[src/hdl/ems_pkg.sv]
// Shared types, mode codes, register map and reset values of the engine mode supervisor.
package ems_pkg;

    localparam int ADDR_W = 5;
    localparam int DATA_W = 32;
    localparam int REG_IDX_W = 3;

    localparam logic [2:0] MODE_INIT        = 3'd0;
    localparam logic [2:0] MODE_STOP        = 3'd1;
    localparam logic [2:0] MODE_START       = 3'd2;
    localparam logic [2:0] MODE_RUN_STARTUP = 3'd3;
    localparam logic [2:0] MODE_RUN         = 3'd4;
    localparam logic [2:0] MODE_OVERRUN     = 3'd5;

    localparam logic [REG_IDX_W-1:0] REG_STALL_LIMIT   = 3'd0;
    localparam logic [REG_IDX_W-1:0] REG_OVERSPEED     = 3'd1;
    localparam logic [REG_IDX_W-1:0] REG_STARTUP_TICKS = 3'd2;
    localparam logic [REG_IDX_W-1:0] REG_PUMP_PRIME    = 3'd3;
    localparam logic [REG_IDX_W-1:0] REG_FUEL_BOOST    = 3'd4;
    localparam logic [REG_IDX_W-1:0] REG_LAMP_OVR      = 3'd5;
    localparam logic [REG_IDX_W-1:0] REG_PUMP_OVR      = 3'd6;

    localparam logic [1:0] OVR_AUTO = 2'd0;
    localparam logic [1:0] OVR_OFF  = 2'd1;
    localparam logic [1:0] OVR_ON   = 2'd2;

    localparam logic [15:0] STALL_LIMIT_RST   = 16'd500;
    localparam logic [15:0] OVERSPEED_RST     = 16'd12000;
    localparam logic [15:0] STARTUP_TICKS_RST = 16'd1000;
    localparam logic [15:0] PUMP_PRIME_RST    = 16'd300;
    localparam logic [15:0] FUEL_BOOST_RST    = 16'd2500;

    localparam logic [15:0] ENRICH_STEP = 16'd10;

    typedef struct packed {
        logic [15:0] stall_limit;
        logic [15:0] overspeed_limit;
        logic [15:0] startup_ticks;
        logic [15:0] pump_prime_ticks;
        logic [15:0] startup_fuel_boost;
        logic [1:0]  lamp_override;
        logic [1:0]  pump_override;
    } t_cfg;

    typedef struct packed {
        logic [2:0]  mode;
        logic [15:0] pump_cnt;
        logic [15:0] startup_cnt;
        logic [15:0] enrich;
        logic        pump;
        logic        lamp;
        logic        valve;
    } t_state;

endpackage

[src/hdl/ems_regs.sv]
// Configuration register file with its APB-style access port.
module ems_regs
    import ems_pkg::*;
(
    input  logic              i_clk,
    input  logic              i_rst_n,
    input  logic              psel,
    input  logic              penable,
    input  logic              pwrite,
    input  logic [ADDR_W-1:0] paddr,
    input  logic [DATA_W-1:0] pwdata,
    output logic [DATA_W-1:0] prdata,
    output logic              pready,
    output t_cfg              o_cfg
);

    t_cfg r_cfg;
    t_cfg n_cfg;
    logic [REG_IDX_W-1:0] idx;
    logic wr_en;

    assign idx    = paddr[ADDR_W-1:2];
    assign wr_en  = psel && penable && pwrite;
    assign pready = 1'b1;
    assign o_cfg  = r_cfg;

    always_comb begin
        n_cfg = r_cfg;
        if (wr_en) begin
            unique case (idx)
                REG_STALL_LIMIT:   n_cfg.stall_limit        = pwdata[15:0];
                REG_OVERSPEED:     n_cfg.overspeed_limit    = pwdata[15:0];
                REG_STARTUP_TICKS: n_cfg.startup_ticks      = pwdata[15:0];
                REG_PUMP_PRIME:    n_cfg.pump_prime_ticks   = pwdata[15:0];
                REG_FUEL_BOOST:    n_cfg.startup_fuel_boost = pwdata[15:0];
                REG_LAMP_OVR:      n_cfg.lamp_override      = pwdata[1:0];
                REG_PUMP_OVR:      n_cfg.pump_override      = pwdata[1:0];
                default:           n_cfg = r_cfg;
            endcase
        end
    end

    always_comb begin
        unique case (idx)
            REG_STALL_LIMIT:   prdata = {16'd0, r_cfg.stall_limit};
            REG_OVERSPEED:     prdata = {16'd0, r_cfg.overspeed_limit};
            REG_STARTUP_TICKS: prdata = {16'd0, r_cfg.startup_ticks};
            REG_PUMP_PRIME:    prdata = {16'd0, r_cfg.pump_prime_ticks};
            REG_FUEL_BOOST:    prdata = {16'd0, r_cfg.startup_fuel_boost};
            REG_LAMP_OVR:      prdata = {30'd0, r_cfg.lamp_override};
            REG_PUMP_OVR:      prdata = {30'd0, r_cfg.pump_override};
            default:           prdata = '0;
        endcase
    end

    always_ff @(posedge i_clk) begin
        if (!i_rst_n) begin
            r_cfg.stall_limit        <= STALL_LIMIT_RST;
            r_cfg.overspeed_limit    <= OVERSPEED_RST;
            r_cfg.startup_ticks      <= STARTUP_TICKS_RST;
            r_cfg.pump_prime_ticks   <= PUMP_PRIME_RST;
            r_cfg.startup_fuel_boost <= FUEL_BOOST_RST;
            r_cfg.lamp_override      <= OVR_AUTO;
            r_cfg.pump_override      <= OVR_AUTO;
        end else begin
            r_cfg <= n_cfg;
        end
    end

endmodule

[src/hdl/ems_step.sv]
// Next-state logic of the engine mode machine for one control tick.
module ems_step
    import ems_pkg::*;
(
    input  t_cfg        i_cfg,
    input  t_state      i_state,
    input  logic [15:0] i_speed,
    input  logic [15:0] i_load,
    output t_state      o_next
);

    logic [2:0]  by_speed_mode;
    logic        speed_low;
    logic        speed_high;
    logic        lamp_auto;
    logic        lamp_lvl;
    logic        pump_lvl;
    logic [15:0] pump_cnt_nx;
    logic        running;

    assign speed_low  = i_speed < i_cfg.stall_limit;
    assign speed_high = i_speed > i_cfg.overspeed_limit;
    assign running    = (i_state.mode == MODE_RUN) || (i_state.mode == MODE_RUN_STARTUP);

    always_comb begin
        pump_cnt_nx = i_state.pump_cnt;
        pump_lvl    = 1'b0;
        if (running) begin
            pump_cnt_nx = i_cfg.pump_prime_ticks;
            pump_lvl    = 1'b1;
        end else if (i_state.pump_cnt != 16'd0) begin
            pump_cnt_nx = i_state.pump_cnt - 16'd1;
            pump_lvl    = 1'b1;
        end
        if (i_cfg.pump_override != OVR_AUTO) begin
            pump_lvl = i_cfg.pump_override >= OVR_ON;
        end
    end

    assign lamp_auto = (i_state.mode != MODE_RUN) && (i_state.mode != MODE_OVERRUN);
    assign lamp_lvl  = (i_cfg.lamp_override != OVR_AUTO) ?
                       (i_cfg.lamp_override >= OVR_ON) : lamp_auto;

    always_comb begin
        o_next        = i_state;
        by_speed_mode = MODE_STOP;
        unique case (i_state.mode)
            MODE_INIT: begin
                o_next.mode = MODE_STOP;
            end
            MODE_STOP: begin
                o_next.lamp     = lamp_lvl;
                o_next.pump     = pump_lvl;
                o_next.pump_cnt = pump_cnt_nx;
                o_next.mode     = speed_low ? MODE_START :
                                  speed_high ? MODE_OVERRUN : MODE_RUN;
            end
            MODE_START: begin
                o_next.lamp        = lamp_lvl;
                o_next.valve       = 1'b0;
                o_next.pump        = pump_lvl;
                o_next.pump_cnt    = pump_cnt_nx;
                o_next.startup_cnt = i_cfg.startup_ticks;
                o_next.enrich      = i_cfg.startup_fuel_boost;
                o_next.mode        = speed_low ? MODE_START :
                                     speed_high ? MODE_OVERRUN : MODE_RUN_STARTUP;
            end
            MODE_RUN_STARTUP: begin
                o_next.lamp     = lamp_lvl;
                o_next.pump     = pump_lvl;
                o_next.pump_cnt = pump_cnt_nx;
                by_speed_mode   = speed_low ? MODE_START :
                                  speed_high ? MODE_OVERRUN : MODE_RUN_STARTUP;
                o_next.mode     = by_speed_mode;
                if (by_speed_mode == MODE_RUN_STARTUP) begin
                    if (i_state.startup_cnt != 16'd0) begin
                        o_next.startup_cnt = i_state.startup_cnt - 16'd1;
                        if (i_state.enrich > ENRICH_STEP) begin
                            o_next.enrich = i_state.enrich - ENRICH_STEP;
                        end
                    end else begin
                        o_next.mode   = MODE_RUN;
                        o_next.enrich = 16'd0;
                    end
                end
            end
            MODE_RUN: begin
                o_next.lamp     = lamp_lvl;
                o_next.pump     = pump_lvl;
                o_next.pump_cnt = pump_cnt_nx;
                o_next.valve    = (i_load == 16'd0);
                o_next.mode     = speed_low ? MODE_START :
                                  speed_high ? MODE_OVERRUN : MODE_RUN;
            end
            MODE_OVERRUN: begin
                o_next.lamp     = lamp_lvl;
                o_next.pump     = pump_lvl;
                o_next.pump_cnt = pump_cnt_nx;
                o_next.mode     = (i_speed < i_cfg.overspeed_limit) ? MODE_RUN : MODE_OVERRUN;
            end
            default: begin
                o_next.mode = MODE_STOP;
            end
        endcase
    end

endmodule

[src/hdl/engine_mode_supervisor.sv]
// Top level of the engine mode supervisor: input register, mode state and result handshake.
//
// The block takes one speed and load word per control tick and can accept a new word in
// every clock cycle while its input is not stalled. A word is captured in an input register;
// the mode machine steps from it in one pass of logic and the new state, which is the
// result word, is registered when the output can take it. While a result waits on a
// stalled output, one more input word is still taken and held. Pump, lamp and valve
// levels hold their values in modes that do not drive them. Configuration writes take
// effect from the next tick that reaches the mode machine.
module engine_mode_supervisor
    import ems_pkg::*;
(
    input  logic              i_clk,
    input  logic              i_rst_n,
    input  logic              psel,
    input  logic              penable,
    input  logic              pwrite,
    input  logic [ADDR_W-1:0] paddr,
    input  logic [DATA_W-1:0] pwdata,
    output logic [DATA_W-1:0] prdata,
    output logic              pready,
    input  logic              i_in_valid,
    output logic              o_in_stall,
    input  logic [15:0]       i_engine_speed,
    input  logic [15:0]       i_engine_load,
    output logic              o_out_valid,
    input  logic              i_out_stall,
    output logic              o_pump_on,
    output logic              o_lamp_on,
    output logic              o_valve_open,
    output logic [15:0]       o_fuel_enrichment,
    output logic [2:0]        o_engine_mode
);

    t_cfg        cfg;
    t_state      r_state;
    t_state      n_state;
    logic        r_in_valid;
    logic [15:0] r_speed;
    logic [15:0] r_load;
    logic        r_out_valid;
    logic        advance;
    logic        in_accept;

    ems_regs u_regs (
        .i_clk   (i_clk),
        .i_rst_n (i_rst_n),
        .psel    (psel),
        .penable (penable),
        .pwrite  (pwrite),
        .paddr   (paddr),
        .pwdata  (pwdata),
        .prdata  (prdata),
        .pready  (pready),
        .o_cfg   (cfg)
    );

    ems_step u_step (
        .i_cfg   (cfg),
        .i_state (r_state),
        .i_speed (r_speed),
        .i_load  (r_load),
        .o_next  (n_state)
    );

    assign advance    = r_in_valid && (!r_out_valid || !i_out_stall);
    assign o_in_stall = r_in_valid && !advance;
    assign in_accept  = i_in_valid && !o_in_stall;

    always_ff @(posedge i_clk) begin
        if (!i_rst_n) begin
            r_in_valid <= 1'b0;
        end else begin
            r_in_valid <= in_accept || (r_in_valid && !advance);
        end
    end

    always_ff @(posedge i_clk) begin
        if (in_accept) begin
            r_speed <= i_engine_speed;
            r_load  <= i_engine_load;
        end
    end

    always_ff @(posedge i_clk) begin
        if (!i_rst_n) begin
            r_out_valid         <= 1'b0;
            r_state.mode        <= MODE_INIT;
            r_state.pump_cnt    <= PUMP_PRIME_RST;
            r_state.startup_cnt <= 16'd0;
            r_state.enrich      <= 16'd0;
            r_state.pump        <= 1'b1;
            r_state.lamp        <= 1'b0;
            r_state.valve       <= 1'b0;
        end else begin
            r_out_valid <= advance || (r_out_valid && i_out_stall);
            if (advance) begin
                r_state <= n_state;
            end
        end
    end

    assign o_out_valid       = r_out_valid;
    assign o_pump_on         = r_state.pump;
    assign o_lamp_on         = r_state.lamp;
    assign o_valve_open      = r_state.valve;
    assign o_fuel_enrichment = r_state.enrich;
    assign o_engine_mode     = r_state.mode;

    a_hold_when_blocked: assert property (@(posedge i_clk) disable iff (!i_rst_n)
        (r_in_valid && r_out_valid && i_out_stall) |=> (r_in_valid && r_out_valid))
        else $error("Pending word or result dropped while the output was stalled.");

    a_pump_on_in_run: assert property (@(posedge i_clk) disable iff (!i_rst_n)
        (advance && cfg.pump_override == OVR_AUTO &&
         (r_state.mode == MODE_RUN || r_state.mode == MODE_RUN_STARTUP)) |=> r_state.pump)
        else $error("Pump off after a tick in a running mode.");

    a_startup_load: assert property (@(posedge i_clk) disable iff (!i_rst_n)
        (advance && r_state.mode == MODE_START) |=>
        (r_state.startup_cnt == $past(cfg.startup_ticks) &&
         r_state.enrich == $past(cfg.startup_fuel_boost)))
        else $error("Startup countdown or enrichment not loaded in start mode.");

    a_stall_needs_word: assert property (@(posedge i_clk) disable iff (!i_rst_n)
        o_in_stall |-> (r_in_valid && r_out_valid))
        else $error("Input stalled with room in the pipeline.");

endmodule
[config.mk]
export PLATFORM = sky130hd
export DESIGN_NAME = engine_mode_supervisor
export DESIGN_NICKNAME = d
export VERILOG_FILES = /design/src/hdl/ems_pkg.sv /design/src/hdl/ems_regs.sv /design/src/hdl/ems_step.sv /design/src/hdl/engine_mode_supervisor.sv
export SDC_FILE = /design/constraint.sdc
export NUM_CORES = 1
export LEC_CHECK = 0
export ABC_CLOCK_PERIOD_IN_PS = 2550
export BUFFER_PORTS_ARGS = -buffer_cell sky130_fd_sc_hd__buf_2
export CAP_MARGIN = 20
export CORE_MARGIN = 3
export CORE_UTILIZATION = 54
export CTS_BUF_LIST = sky130_fd_sc_hd__clkbuf_8
export DETAILED_ROUTE_END_ITERATION = 6
export HOLD_SLACK_MARGIN = 0.05
export PLACE_DENSITY = 0.89
export SLEW_MARGIN = 20
export SYNTH_ARGS = -nofsm -noshare
export SYNTH_HDL_FRONTEND = slang
export SYNTH_SLANG_ARGS = --single-unit
[constraint.sdc]
create_clock -name i_clk -period 2.55 [get_ports i_clk]
set_clock_uncertainty 0.2 [all_clocks]
set_input_delay 0 -clock i_clk [delete_from_list [all_inputs] [get_ports i_clk]]
set_output_delay 0 -clock i_clk [all_outputs]
set_load 0.05 [all_outputs]
# Word level (Yosys, flattened, before mapping)
# Index checks and enable logic that the tools add are counted.
[op_classes]
muxes = 21
n_eq_ne = 17
order_cmp = 6
addsub = 3
n_reduce_logical = 38
[op_table]
columns = ["cell", "count"]
rows = [
  ["case mux 16 bit (7 select lines)", 1],
  ["2-to-1 mux 16 bit", 5],
  ["case mux 32 bit (2 select lines)", 1],
  ["< comparator 16 bit", 2],
  ["2-to-1 mux 32 bit", 1],
  ["nonzero test 16 bit", 2],
  ["subtractor 16 x 1 -> 16 bit (second input constant)", 2],
  ["AND reduction 2 bit", 9],
  ["greater-than comparator 16 bit", 1],
  ["greater-than comparator 16 x 4 -> 1 bit (second input constant)", 1],
  ["zero test 16 bit", 1],
  ["subtractor 16 x 4 -> 16 bit (second input constant)", 1],
  ["== test 3 x 2 -> 1 bit (second input constant)", 5],
  ["== test 3 bit (second input constant)", 5],
  ["2-to-1 mux 3 bit", 5],
  ["case mux 3 bit (4 select lines)", 1],
  ["nonzero test 2 bit", 5],
  ["!= test 3 bit (second input constant)", 3],
  ["AND reduction 4 bit", 2],
  ["logical AND 1 bit", 7],
  ["== test 3 x 1 -> 1 bit (second input constant)", 2],
  ["2-to-1 mux 1 bit", 6],
  ["OR reduction 5 bit", 1],
  [">= comparator 2 bit (second input constant)", 2],
  ["other kinds (7)", 14],
]
[totals]
reg_bits = 172
word_cells = 103

# Longest topological paths before layout
[depth]
depth_word = 8
mapped_depth = 10
depth_no_buf = 9

# Modules after synthesis
# Synthesis repeated with hierarchy kept, for this count alone.
[hier_totals]
cells_unflattened = 1259
hier_area_um2 = 10754.1
[by_module_without_submodules]
columns = ["mod", "area_per_inst_um2", "n_inst", "seq_area_each_um2", "cells_each"]
rows = [
  ["ems_regs", 4115.2, 1, 1681.6, 436],
  ["engine_mode_supervisor", 3425.8, 1, 2082.0, 293],
  ["ems_step", 3213.1, 1, 0.0, 530],
]

# Worst setup path after synthesis
# No wires, ideal clock.
[synth_path]
path_type = "register -> register"
start = "register r_out_valid (netlist: o_out_valid)"
end = "register r_load[0], enable pin"
period_less_slack_ns = 3.069
setup_ns = 0.424
path_buffers = 0
setup_slack_ns = -0.519
arrival_time_ns = 2.445
stages_incl_launch_ff = 3
path_cell_list = "dfxtp_1 -> and3_1 -> nor2b_1"
[synth_via]
elab_chain_cells = 7
[synth_rtl]
columns = ["element", "line", "rtl"]
rows = [
  ["start, declared", "engine_mode_supervisor.sv:41", "logic r_out_valid;"],
  ["start signal, assigned", "engine_mode_supervisor.sv:96", "r_out_valid <= advance || (r_out_valid && i_out_stall);"],
  ["zero test 1 bit", "engine_mode_supervisor.sv:66", "assign advance = r_in_valid && (!r_out_valid || !i_out_stall);"],
  ["logical OR 1 bit", "engine_mode_supervisor.sv:66", ""],
  ["logical AND 1 bit", "engine_mode_supervisor.sv:66", ""],
  ["zero test 1 bit", "engine_mode_supervisor.sv:67", "assign o_in_stall = r_in_valid && !advance;"],
  ["logical AND 1 bit", "engine_mode_supervisor.sv:67", ""],
  ["via o_in_stall", "engine_mode_supervisor.sv:23", "output logic o_in_stall,"],
  ["zero test 1 bit", "engine_mode_supervisor.sv:68", "assign in_accept = i_in_valid && !o_in_stall;"],
  ["logical AND 1 bit", "engine_mode_supervisor.sv:68", ""],
  ["via in_accept", "engine_mode_supervisor.sv:43", "logic in_accept;"],
  ["end signal, assigned", "engine_mode_supervisor.sv:81", "r_load <= i_engine_load;"],
  ["end, declared", "engine_mode_supervisor.sv:40", "logic [15:0] r_load;"],
]
# The timed path passes the listed nets, and every way through them passes these cells.
# A chain may end at the register's enable or synchronous reset.

# Worst setup path in the final report
[layout_path]
start = "register r_speed[5]"
end = "register r_state, in the netlist o_fuel_enrichment[8]"
[layout_via]
elab_chain_cells = 6
word_cells_on_any_way = 7
classes_between = "order compare: 2; eq/ne: 2; mux: 2; reduce/logical: 1"
[layout_rtl]
columns = ["element", "line", "rtl"]
rows = [
  ["start, declared", "engine_mode_supervisor.sv:39", "logic [15:0] r_speed;"],
  ["start signal, assigned", "engine_mode_supervisor.sv:80", "r_speed <= i_engine_speed;"],
  ["greater-than comparator 16 bit", "ems_step.sv:22", "assign speed_high = i_speed > i_cfg.overspeed_limit;"],
  ["2-to-1 mux 3 bit", "ems_step.sv:73", "speed_high ? MODE_OVERRUN : MODE_RUN_STARTUP;"],
  ["2-to-1 mux 3 bit (*)", "ems_step.sv:72", "by_speed_mode = speed_low ? MODE_START :"],
  ["== test 3 x 2 -> 1 bit (*)", "ems_step.sv:75", "if (by_speed_mode == MODE_RUN_STARTUP) begin"],
  ["!= test 2 bit (no line) (*)", "-", ""],
  ["AND reduction 4 bit (no line) (*)", "-", ""],
  ["end signal, assigned", "engine_mode_supervisor.sv:98", "r_state <= n_state;"],
  ["end, declared", "engine_mode_supervisor.sv:36", "t_state r_state;"],
]
# Every way passes the cells marked *; elsewhere a longest branch is shown, timed or not.

==> impl_metrics.ini <==
[global_routing]
grt-ovfl-total = 0
grt_pass1_vias = 9763
grt_start_max_net_pins = 148
track_usage = 0.3504
grt_pass1_wl_um = 51000
antenna_found_initial = 1

[hold_path]
hold_path.class = input pin to flip-flop

[sta]
rsz0062_at_grt = true
fmax_mhz = 339.3
slew_violations = 0
worstMarginPinSlew_ps = 836.7
fin_ws_ps = -397.5
min_period_ps = 2948
finalCritPeriodShare = 1.156
setup_tns_ps = -10830
hold_ws_ps = 98.38
report.final.setup_viol = 37
slew_headroom = 0.4416
finalHoldViolCount = 0

[run_status]
status = complete, but fails checks
violations = DRC, setup timing

[worst_setup_path]
crit_fanout = 6
worstPathRequired_ps = 2730
critical-path-top-delay-family = compound AO/OA/AOI/OAI gates
startpoint_type = flip-flop
crit_chain = ha_1, nand4_1, o311ai_4, a31oi_4, buf_6, buf_6, o21ai_4, buf_6, nand3_1, o211a_1
slowest_stage = edfxtp_1
crit_top_cell = buf_6
critPathKind = flip-flop to flip-flop
end_kind = flip-flop
cp.arrival_ps = 3130
worstPathBufferInverterCount = 3
slowest_delay_ps = 540

[pwr]
peakVddDrop_mv = 0.4796
power_leakage_uw = 0.004994
p_per_area_nw_per_um2 = 463.8

[drt]
vias = 10196
wl_per_cell_um = 22.08
viasPerCell = 6.490
drt_iter0_markers = 1838
first_pass_iters = 7
ant_nets = 0
totalWireLength_um = 34690
drc = 1

[clock_network]
h-tree-depth = 4
numCtsBuffers = 17
clockBufferDepth = 2
ctsRootBufferMaster = clkbuf_8
clk_pin_slew_ps = 110
numClockSinks = 172
cts_tree = yes
insertion_delay_ps = 500

[place]
place_ws_ps = -326.8
placed_cells = 1427
place.gp.congestion = 0.9212
dp_hpwl_um = 19060
portBuffers = 97
dpl-instance-area_sq_um = 10390

[floorplan]
core_sq_um = 16760
dieArea_sq_um = 18860
die_w_um = 137.3
num_rows = 47
die_h_um = 137.3
io_pins = 133
initial_utilization = 0.5557

[cells_and_area]
final_cell_mix = 232 x nand2_1, 135 x dfxtp_1, 96 x dlygate4sd3_1, 96 x buf_2, 92 x buf_4
syn2layout_area_growth_pct = 31.94
final_common_cell = nand2_1
finish.instance_area_sq_um = 12290
final_layout_size_suffix_gt1_frac = 0.2496
fill_cells = 1039
fin_nets = 1447
fin_cells = 1571

[logic_synthesis]
synth-seq-area-share = 0.4041
syn_inst = 1107
postSynth.asyncResetShare = 0
synth.distinct_cells = 71
synth_ff_type = dfxtp_1
ys_ff_latch = 172
synth_edf_count = 32
syn_avg_cell_area_sq_um = 8.413
ys_warn_count = 0
synthesis.area_sq_um = 9313

[job]
maxCapViolCount = 0
## through the flow
step | utilization | total power (uW)
floorplan | - | 3323
global placement | 0.6202 | 3500
detailed placement | 0.6202 | 3518
CTS | 0.7147 | 5516
global route | 0.7330 | 5821
finish | 0.7331 | 5699
## cell usage after synthesis (9+ instances only)
master | instances | share of area
o311ai_0 | 10 | 0.0094
nor2_1 | 54 | 0.022
nand3_1 | 26 | 0.014
or3_1 | 11 | 0.0074
inv_1 | 58 | 0.023
a21oi_1 | 42 | 0.023
nor3_1 | 30 | 0.016
o21ai_0 | 67 | 0.036
nor4_1 | 10 | 0.0067
o211a_1 | 9 | 0.0097
o31ai_1 | 11 | 0.0089
a21boi_0 | 58 | 0.047
nand2_1 | 234 | 0.094
edfxtp_1 | 32 | 0.10
o211ai_1 | 20 | 0.016
buf_4 | 37 | 0.030
mux4_2 | 16 | 0.039
clkbuf_1 | 57 | 0.023
nor2b_1 | 9 | 0.0060
dfxtp_1 | 140 | 0.30
ha_1 | 34 | 0.046
## area by class of cell
type,instances,area (sq um),area share
Multi-Input combinational cell,793,5365,0.4367
Sequential cell,172,3770,0.3068
Timing Repair Buffer,295,2270,0.1847
Tap cell,220,275.3,0.02240
Clock buffer,19,261.5,0.02128
Inverter,58,217.7,0.01772
Clock inverter,13,125.1,0.01018
Antenna cell,1,2.502,0.0002037
## path summary, 6_finish.rpt
| path | slack (ps) | to | startpoint | cells past startpoint |
|---|---|---|---|---|
| worst min-delay path | 100 | u_regs.o_cfg[44] | pwrite | 6 |
| worst max-delay path | -400 | o_fuel_enrichment[8] | r_speed[5] | 10 |
| worst max register to register | -400 | o_fuel_enrichment[8] | r_speed[5] | 10 |
| worst min register to register | 280 | r_state[25] | r_state[25] | 2 |
## per-layer routing
metal  share of wire  up-vias  GRT usage
li1                -     4321          -
met3            0.13      284    0.09533
met4           0.085        2     0.2323
met2            0.45      986     0.5583
met5          0.0014        -    0.01944
met1            0.34     4603     0.4127
## sequential cells by signal, indices dropped and copies added (netlist names)
signal and cells:
o_fuel_enrichment 16, r_in_valid 1, o_out_valid 1, o_engine_mode 3, r_load 16, o_pump_on 1, r_state 32, u_regs.o_cfg 84
o_lamp_on 1, o_valve_open 1, r_speed 16
## what timing repair did
action / CTS / global route
gates resized for setup: 55 / 44
setup endpoints to repair: 34 / 50
endpoints found under the hold margin: 196 / 0
setup buffers: 5 / 8
pin swaps: 21 / 22
hold buffers: 96 / 0
gates cloned: 1 / 1
## kinds of logic after synthesis
group | after synthesis | share of synthesized area
AO/OA/AOI/OAI | 281 | 0.2053
other | 2 | 0.0008064
XOR/XNOR | 7 | 0.006583
buffers and inverters | 158 | 0.08021
multiplexers | 26 | 0.04985
flip-flops | 172 | 0.4041
adder cells (fa/ha/maj) | 34 | 0.04568
AND/OR/NAND/NOR | 427 | 0.2074
## power breakdown
group,total (uW),internal [uW],switching (uW)
sequential,2860,2820,45.2
clock,2000,911,1090
combinational,833,338,495
## worst min-delay path: cells and delay by family
family | cells | cell delay (ps)
buffers and inverters | 1 | 100
AND/OR/NAND/NOR | 5 | 620
No activity file was read; power rests on OpenSTA's default activity.
